### config.mk
export PLATFORM = sky130hd
export DESIGN_NAME = cartesian_to_polar_degrees_unit
export DESIGN_NICKNAME = d
export VERILOG_FILES = /design/src/sv/c2p_pkg.sv /design/src/sv/cartesian_to_polar_degrees_unit.sv /design/src/sv/c2p_cell.sv /design/src/sv/c2p_post.sv
export VERILOG_INCLUDE_DIRS = /design/src /design/src/sv
export SDC_FILE = /design/constraint.sdc
export NUM_CORES = 2
export LEC_CHECK = 0
export CAP_MARGIN = 20
export CORE_AREA = 3 3 478 385
export CTS_CLUSTER_DIAMETER = 100
export DETAILED_ROUTE_END_ITERATION = 8
export DIE_AREA = 0 0 481 388
export DONT_BUFFER_PORTS = 1
export GPL_ROUTABILITY_DRIVEN = 0
export HOLD_SLACK_MARGIN = 0.02
export PLACE_DENSITY = 0.78
export SETUP_SLACK_MARGIN = 0.2
export SYNTH_ARGS = -nofsm -noshare
export SYNTH_HDL_FRONTEND = slang
export SYNTH_SLANG_ARGS = --single-unit
### constraint.sdc
create_clock -name clock -period 7.45 [get_ports clock]
set_clock_uncertainty 0.2 [all_clocks]
set_input_delay 0 -clock clock [delete_from_list [all_inputs] [get_ports clock]]
set_output_delay 0 -clock clock [all_outputs]
set_load 0.005 [all_outputs]
### src/sv/assert_macros.svh
// ----------------------------------------------------------------------------
// Assertion macros
// Shared concurrent assertion forms, clocked on clock and quiet in reset.
// ----------------------------------------------------------------------------
`ifndef ASSERT_MACROS_SVH
`define ASSERT_MACROS_SVH

// Check a property on every rising clock edge outside reset.
`define ASSERT_ALWAYS(label, prop, msg) \
   label: assert property (@(posedge clock) disable iff (reset) (prop)) else $error(msg);

// Check that the consequent holds in the cycle after the antecedent.
`define ASSERT_NEXT(label, ante, cons, msg) \
   label: assert property (@(posedge clock) disable iff (reset) (ante) |=> (cons)) \
      else $error(msg);

`endif

### src/sv/c2p_pkg.sv
// ----------------------------------------------------------------------------
// c2p_pkg
// Widths, constants and types shared by the cartesian-to-polar pipeline.
// ----------------------------------------------------------------------------
package c2p_pkg;

   localparam int POS_W           = 8;
   localparam int DIFF_W          = POS_W + 1;
   localparam int FRAC_W          = 16;
   localparam int XY_W            = 28;
   localparam int Z_W             = 26;
   localparam int GAIN_W          = 24;
   localparam int PROD_W          = (XY_W - 1) + GAIN_W;
   localparam int RAD_SHIFT       = 32;
   localparam int RADIUS_W        = 17;
   localparam int ANGLE_W         = 17;
   localparam int ANG_SHIFT       = 8;
   localparam int ATAN_ENTRIES    = 24;
   localparam int CORDIC_STAGES_DEF = 16;

   localparam logic [GAIN_W-1:0]    GAIN_Q24   = GAIN_W'(10188014);
   localparam logic signed [Z_W-1:0] DEG90_Q16 = Z_W'(5898240);
   localparam logic signed [Z_W-1:0] ANG_ROUND = Z_W'(128);
   localparam int                   ANGLE_MAX  = 46080;
   localparam int                   RADIUS_MAX = 131071;
   localparam logic [7:0]           CENTER_RST = 8'd50;

   // Arctangent of 2^-i in degrees, Q.16.
   localparam int ATAN_Q16 [ATAN_ENTRIES] = '{
      2949120, 1740967, 919879, 466945, 234379, 117304, 58666, 29335,
      14668, 7334, 3667, 1833, 917, 458, 229, 115,
      57, 29, 14, 7, 4, 2, 1, 0
   };

   typedef struct packed {
      logic                  zero;
      logic signed [XY_W-1:0] x;
      logic signed [XY_W-1:0] y;
      logic signed [Z_W-1:0]  z;
   } c2p_vec_type;

endpackage

### src/sv/cartesian_to_polar_degrees_unit.sv
// ----------------------------------------------------------------------------
// cartesian_to_polar_degrees_unit
// Joystick position to radius and atan2 angle in degrees, CORDIC pipeline.
// ----------------------------------------------------------------------------
// Takes one request per cycle: an x/y byte pair from which the center register
// (reset 50) is subtracted. Returns the Euclidean radius (unsigned Q9.8) and
// the atan2 angle in degrees (signed Q9.8, -180.0..180.0, 0 for the center
// itself, +180.0 on the negative x axis). A request passes through one entry
// register that centers the vector and folds it into the right half plane,
// one cell per CORDIC micro-rotation, a gain multiply stage and the output
// register. Each stage stalls only when the stage after it is full, so gaps
// close up and a request is taken every cycle while results drain. Write the
// center register only while the block is idle.
// ----------------------------------------------------------------------------
`include "assert_macros.svh"

module cartesian_to_polar_degrees_unit
   import c2p_pkg::*;
#(
   parameter int CORDIC_STAGES = CORDIC_STAGES_DEF
) (
   input  logic        clock,
   input  logic        reset,
   // Request channel
   input  logic        req_tvalid,
   output logic        req_tready,
   input  logic [15:0] req_tdata,   // [7:0] x_pos, [15:8] y_pos
   // Response channel
   output logic        rsp_tvalid,
   input  logic        rsp_tready,
   output logic [39:0] rsp_tdata,   // [16:0] radius, [33:17] angle_deg, [39:34] zero
   // Center register
   input  logic        csr_wr_en,
   input  logic [7:0]  csr_wr_data
);

   // Center register
   logic [POS_W-1:0] center_ff;
   logic [POS_W-1:0] center_in;

   // Entry stage
   logic [POS_W-1:0]         x_pos;
   logic [POS_W-1:0]         y_pos;
   logic signed [DIFF_W-1:0] dx;
   logic signed [DIFF_W-1:0] dy;
   logic signed [XY_W-1:0]   x0;
   logic signed [XY_W-1:0]   y0;
   c2p_vec_type              entry_in;

   // Chain links: index 0 is the entry register, index i+1 the output of cell i
   logic        link_valid [CORDIC_STAGES+1];
   logic        link_ready [CORDIC_STAGES+1];
   c2p_vec_type link_data  [CORDIC_STAGES+1];
   logic        entry_valid_ff;
   c2p_vec_type entry_ff;

   // Result fields
   logic [RADIUS_W-1:0]       radius;
   logic signed [ANGLE_W-1:0] angle_deg;

   assign x_pos = req_tdata[7:0];
   assign y_pos = req_tdata[15:8];

   // Hold the center; load on every write strobe
   assign center_in = csr_wr_en ? csr_wr_data : center_ff;

   always_ff @(posedge clock) begin
      if (reset) begin
         center_ff <= CENTER_RST;
      end else begin
         center_ff <= center_in;
      end
   end

   // Center both axes and scale to Q.16
   assign dx = $signed({1'b0, x_pos}) - $signed({1'b0, center_ff});
   assign dy = $signed({1'b0, y_pos}) - $signed({1'b0, center_ff});
   assign x0 = XY_W'(dx) <<< FRAC_W;
   assign y0 = XY_W'(dy) <<< FRAC_W;

   // Fold a left-half-plane vector by +/-90 degrees so the chain sees x >= 0
   always_comb begin
      entry_in.zero = (dx == '0) && (dy == '0);
      entry_in.x    = x0;
      entry_in.y    = y0;
      entry_in.z    = '0;
      if (dx[DIFF_W-1]) begin
         if (!dy[DIFF_W-1]) begin
            entry_in.x = y0;
            entry_in.y = -x0;
            entry_in.z = DEG90_Q16;
         end else begin
            entry_in.x = -y0;
            entry_in.y = x0;
            entry_in.z = -DEG90_Q16;
         end
      end
   end

   // Entry register: advance when empty or when the first cell takes its request
   assign req_tready = !entry_valid_ff || link_ready[0];

   always_ff @(posedge clock) begin
      if (reset) begin
         entry_valid_ff <= 1'b0;
      end else if (req_tready) begin
         entry_valid_ff <= req_tvalid;
      end
   end

   always_ff @(posedge clock) begin
      if (req_tready && req_tvalid) begin
         entry_ff <= entry_in;
      end
   end

   assign link_valid[0] = entry_valid_ff;
   assign link_data[0]  = entry_ff;

   // One cell per micro-rotation, each handing its vector to the next
   for (genvar i = 0; i < CORDIC_STAGES; i++) begin : g_cell
      c2p_cell #(
         .IDX (i)
      ) u_cell (
         .clock     (clock),
         .reset     (reset),
         .in_valid  (link_valid[i]),
         .in_ready  (link_ready[i]),
         .in_data   (link_data[i]),
         .out_valid (link_valid[i+1]),
         .out_ready (link_ready[i+1]),
         .out_data  (link_data[i+1])
      );
   end

   // Gain correction, rounding, clamping and the output register
   c2p_post u_post (
      .clock     (clock),
      .reset     (reset),
      .in_valid  (link_valid[CORDIC_STAGES]),
      .in_ready  (link_ready[CORDIC_STAGES]),
      .in_data   (link_data[CORDIC_STAGES]),
      .out_valid (rsp_tvalid),
      .out_ready (rsp_tready),
      .radius    (radius),
      .angle_deg (angle_deg)
   );

   assign rsp_tdata = {6'b0, angle_deg, radius};

   // A free output must leave every stage free to move
   `ASSERT_ALWAYS(a_no_stall_when_free,
      (rsp_tvalid && !rsp_tready) || req_tready, "request stalled with output free")
   // A request on the center itself is marked as the zero vector
   `ASSERT_NEXT(a_zero_flag,
      req_tvalid && req_tready && x_pos == center_ff && y_pos == center_ff,
      entry_valid_ff && entry_ff.zero, "center request not flagged")
   // Angle stays within plus/minus 180 degrees
   `ASSERT_ALWAYS(a_angle_range,
      !rsp_tvalid || (angle_deg <= 17'sd46080 && angle_deg >= -17'sd46080),
      "angle out of range")

endmodule

### src/sv/c2p_cell.sv
// ----------------------------------------------------------------------------
// c2p_cell
// One CORDIC vectoring micro-rotation with its own pipeline register.
// ----------------------------------------------------------------------------
module c2p_cell
   import c2p_pkg::*;
#(
   parameter int IDX = 0
) (
   input  logic        clock,
   input  logic        reset,
   input  logic        in_valid,
   output logic        in_ready,
   input  c2p_vec_type in_data,
   output logic        out_valid,
   input  logic        out_ready,
   output c2p_vec_type out_data
);

   localparam logic signed [Z_W-1:0] ATAN = Z_W'(ATAN_Q16[IDX]);

   logic                   valid_ff;
   c2p_vec_type            data_ff;
   c2p_vec_type            data_in;
   logic signed [XY_W-1:0] xs;
   logic signed [XY_W-1:0] ys;

   assign in_ready  = !valid_ff || out_ready;
   assign out_valid = valid_ff;
   assign out_data  = data_ff;

   assign xs = in_data.x >>> IDX;
   assign ys = in_data.y >>> IDX;

   // Drive y toward zero; accumulate the angle taken.
   always_comb begin
      data_in      = in_data;
      if (!in_data.y[XY_W-1]) begin
         data_in.x = in_data.x + ys;
         data_in.y = in_data.y - xs;
         data_in.z = in_data.z + ATAN;
      end else begin
         data_in.x = in_data.x - ys;
         data_in.y = in_data.y + xs;
         data_in.z = in_data.z - ATAN;
      end
   end

   always_ff @(posedge clock) begin
      if (reset) begin
         valid_ff <= 1'b0;
      end else if (in_ready) begin
         valid_ff <= in_valid;
      end
   end

   always_ff @(posedge clock) begin
      if (in_ready && in_valid) begin
         data_ff <= data_in;
      end
   end

endmodule

### src/sv/c2p_post.sv
// ----------------------------------------------------------------------------
// c2p_post
// Gain correction, rounding and clamping of the CORDIC result.
// ----------------------------------------------------------------------------
module c2p_post
   import c2p_pkg::*;
(
   input  logic                       clock,
   input  logic                       reset,
   input  logic                       in_valid,
   output logic                       in_ready,
   input  c2p_vec_type                in_data,
   output logic                       out_valid,
   input  logic                       out_ready,
   output logic [RADIUS_W-1:0]        radius,
   output logic signed [ANGLE_W-1:0]  angle_deg
);

   localparam int RAD_FULL_W = PROD_W + 1 - RAD_SHIFT;

   // Stage A: product and angle
   logic                       a_valid_ff;
   logic [PROD_W-1:0]          prod_ff;
   logic [PROD_W-1:0]          prod_in;
   logic signed [ANGLE_W-1:0]  ang_ff;
   logic signed [ANGLE_W-1:0]  ang_in;
   logic                       a_ready;
   logic [XY_W-2:0]            x_clamp;
   logic signed [Z_W-1:0]      z_round;

   // Stage B: output register
   logic                       b_valid_ff;
   logic [RADIUS_W-1:0]        rad_ff;
   logic [RADIUS_W-1:0]        rad_in;
   logic signed [ANGLE_W-1:0]  ang_out_ff;
   logic                       b_ready;
   logic [PROD_W:0]            rad_sum;
   logic [RAD_FULL_W-1:0]      rad_full;

   assign b_ready  = !b_valid_ff || out_ready;
   assign a_ready  = !a_valid_ff || b_ready;
   assign in_ready = a_ready;

   assign x_clamp = in_data.x[XY_W-1] ? '0 : in_data.x[XY_W-2:0];
   assign z_round = (in_data.z + ANG_ROUND) >>> ANG_SHIFT;

   always_comb begin
      prod_in = PROD_W'(x_clamp) * PROD_W'(GAIN_Q24);
      if (z_round > Z_W'(ANGLE_MAX)) begin
         ang_in = ANGLE_W'(ANGLE_MAX);
      end else if (z_round < -Z_W'(ANGLE_MAX)) begin
         ang_in = -ANGLE_W'(ANGLE_MAX);
      end else begin
         ang_in = z_round[ANGLE_W-1:0];
      end
      // Zero vector: force both results to zero
      if (in_data.zero) begin
         prod_in = '0;
         ang_in  = '0;
      end
   end

   assign rad_sum  = {1'b0, prod_ff} + ((PROD_W+1)'(1) << (RAD_SHIFT - 1));
   assign rad_full = rad_sum[PROD_W:RAD_SHIFT];
   assign rad_in   = (rad_full > RAD_FULL_W'(RADIUS_MAX)) ? RADIUS_W'(RADIUS_MAX)
                                                         : rad_full[RADIUS_W-1:0];

   always_ff @(posedge clock) begin
      if (reset) begin
         a_valid_ff <= 1'b0;
         b_valid_ff <= 1'b0;
      end else begin
         if (a_ready) begin
            a_valid_ff <= in_valid;
         end
         if (b_ready) begin
            b_valid_ff <= a_valid_ff;
         end
      end
   end

   always_ff @(posedge clock) begin
      if (a_ready && in_valid) begin
         prod_ff <= prod_in;
         ang_ff  <= ang_in;
      end
      if (b_ready && a_valid_ff) begin
         rad_ff     <= rad_in;
         ang_out_ff <= ang_ff;
      end
   end

   assign out_valid = b_valid_ff;
   assign radius    = rad_ff;
   assign angle_deg = ang_out_ff;

endmodule
==> flow_summary.toml <==
[route]
vias = 84500
drc = 0
drt-initial-drc-count = 8530
drt-pass1-iter-count = 7
wl_um = 279000
viasPerCell = 6.17
wire_per_inst_um = 20.4
postRouteAntennaNets = 0

[global_route]
grt_first_pass_wirelength_um = 441000
globalRouteTotalUtil_pct = 29.2
grt_antenna_before_repair = 5
grt.overflow.total = 0
grt_max_degree = 83
first_global_vias = 83200

[layout]
nets = 12800
instances_no_fill = 13700
drive_above_1_share_pct = 6.13
stdcell_area_um2 = 118000
syn_to_final_growth_pct = 9.56

[placed_design]
dp_hpwl_um = 216000
portBuffers = 0
placed_area_um2 = 112000
place_inst = 13300

[worst_setup_path]
cpPeakStageDelay_ps = 570
cp_common_cell = "fa_2"
required_ps = 7890
cp-end-kind = "flip-flop"
cp.arrival_ps = 7870
slowest_stage = "fa_1"
cp-start-kind = "flip-flop"
critPathKind = "reg2reg"
cp_max_fo = 6
r2r_setup_slack_ps = 20

[synthesis]
ys_async_sr_fraction_pct = 0
synth-warning-count = 0
yosysTopAreaCellShare_pct = 33.6
yosysUniqueCellTypes = 96
synth.most_common_cell = "ha_1"
synth_edf_count = 1203
ys_seq_elements = 1230
avgSynthCellArea_um2 = 9.83
synth_top_area_cell = "edfxtp_1"
synthMuxAreaShare_pct = 0.686
synthCells = 10900
synth_ff_type = "edfxtp_1"
synth_compound_area_share_pct = 15.8
synthAdderAreaFrac_pct = 21.0
synthTopCellsByCount = "ha_1, edfxtp_1, nor2_1, xnor2_1, a21oi_1"
ys_seq_area_share_pct = 34.1
synth_simple_gate_area_share_pct = 12.6
synth_top_family_by_area = "adder cells"
synth_area_leaders = "edfxtp_1, ha_1, xnor2_1"
synth_area_um2 = 108000
synth-xor-area-share_pct = 12.1

[timing]
rsz0062_at_grt = "true"
worst_pin_slew_ps = 1110
hold_violations = 0
maxSlewViolCount = 0
fin_crit_sh_pct = 99.8
max_freq_mhz = 134
finalSetupViolations = 0
fin_setup_tns_ps = 0
maxSlewHeadroom_pct = 25.1
fin_crit_ps = 7430

[floorplan]
die_area_um2 = 187000
initial_core_util_pct = 59.9
die_width_um = 481
die_h_um = 388
pin_count = 71
rows = 139
core_area_um2 = 179000

[worst_hold_path]
hold_path.class = "in2reg"

[cts]
clkTransAtPathRegs_ps = 60
cts_tree = "done"
clk_latency_ps = 790
cts_buffer_depth = 3
h-tree-depth = 4
cts.sinks = 1230
numCtsBuffers = 136
root_buffer = "clkbuf_16"

[power_and_ir_drop]
irDropWorstVdd_mv = 0.230
p_total_uw = 16700
p_per_area_nw_per_um2 = 142
cellLeakagePower_uw = 0.0496

[job]
maxCapViolations = 0

[status]
status = "complete, no violations"
-- worst max-delay path, delay by kind of cell, from the launching register on --
kind	cells	cell delay, ps
simple gates	2	500
flops	1	380
compound gates	10	1430
fa+ha+maj	8	3860
buf+inv	8	920
-- per-layer routing --
layer / up-vias / wire [um] / global-route usage (%) / share of wire [%]
li1: 39800 / - / - / -
met1: 40400 / 116000 / 39.3 / 42
met3: 687 / 26300 / 6.54 / 9.4
met2: 3629 / 127000 / 46.5 / 45
met4: 2 / 10300 / 9.89 / 3.7
met5: - / 13 / 0 / 0.0047
-- worst paths after layout --
kind / end / from / cells past startpoint
max: u_post.prod_ff[50] / g_cell[15].u_cell.out_data[81] / 28
min: entry_ff[78] / req_tdata[15] / 4
max reg2reg: u_post.prod_ff[50] / g_cell[15].u_cell.out_data[81] / 28
min reg2reg: g_cell[7].u_cell.out_data[82] / g_cell[6].u_cell.out_data[82] / 0
-- power breakdown --
part	switching, uW	internal [uW]
Combinational	1070	810
Sequential	120	7740
Clock	2900	4050
-- cell type report --
cell class / instances / area, um^2
clock inverters: 76 / 911
fillers: 13500 / 61700
multi-input cells: 8660 / 67600
inverters: 861 / 3240
flip-flops and latches: 1230 / 36700
clock buffers: 166 / 3630
repair buffers: 302 / 2730
well taps: 2397 / 3000
diodes: 2 / 5.00
-- sequential cells by signal (all words and copies together) (netlist names) --
signal and count:
u_post.radius 17, entry_valid_ff 1, entry_ff 27, g_cell.u_cell.out_valid 16
u_post.out_valid 1, u_post.ang_ff 17, g_cell.u_cell.out_data 1105, u_post.a_valid_ff 1
u_post.angle_deg 17, u_post.prod_ff 20, center_ff 8
-- what timing repair did --
| item | 4_1_cts | 5_1_grt |
|---|---|---|
| hold endpoints to repair | 126 | 0 |
| pin swaps | 16 | 72 |
| gates cloned | 0 | 6 |
| buffers inserted | 4 | 20 |
| hold buffers | 76 | 0 |
| endpoints found under the setup margin | 14 | 16 |
| resized for setup | 27 | 113 |
-- through the flow --
stage	hold slack (ps)	utilization, %	setup slack [ps]
global route	149	65.6	-213
CTS	123	65.2	178
finish	145	65.6	15.0
floorplan	-70.5	-	179
global placement	-123	62.1	-205
detailed placement	-123	62.1	-271
-- placed cells by master (no fill, tap or decap), drive strengths merged, types with 48 or more instances in the layout --
master	n
a211oi	91
a31oi	81
nor2b	213
nand3	163
clkbuf	171
o21bai	160
fa	308
edfxtp	1203
inv	865
xor2	520
xnor2	960
and2	77
nand4	57
a21o	425
nand2b	167
ha	1315
and3	91
o21a	143
nor3	286
o211ai	48
nand2	456
o21ai	416
dlygate4sd3	74
buf	223
nor2	1009
or3	86
a21oi	962
nor4	76
-- cell families after synthesis --
logic type | count (synthesis)
simple gates | 2813
mux | 69
buf+inv | 1051
fa+ha+maj | 1624
compound gates | 2665
xor+xnor | 1480
other cells | 1
flops | 1230
No activity file was read; power rests on OpenSTA's default activity.
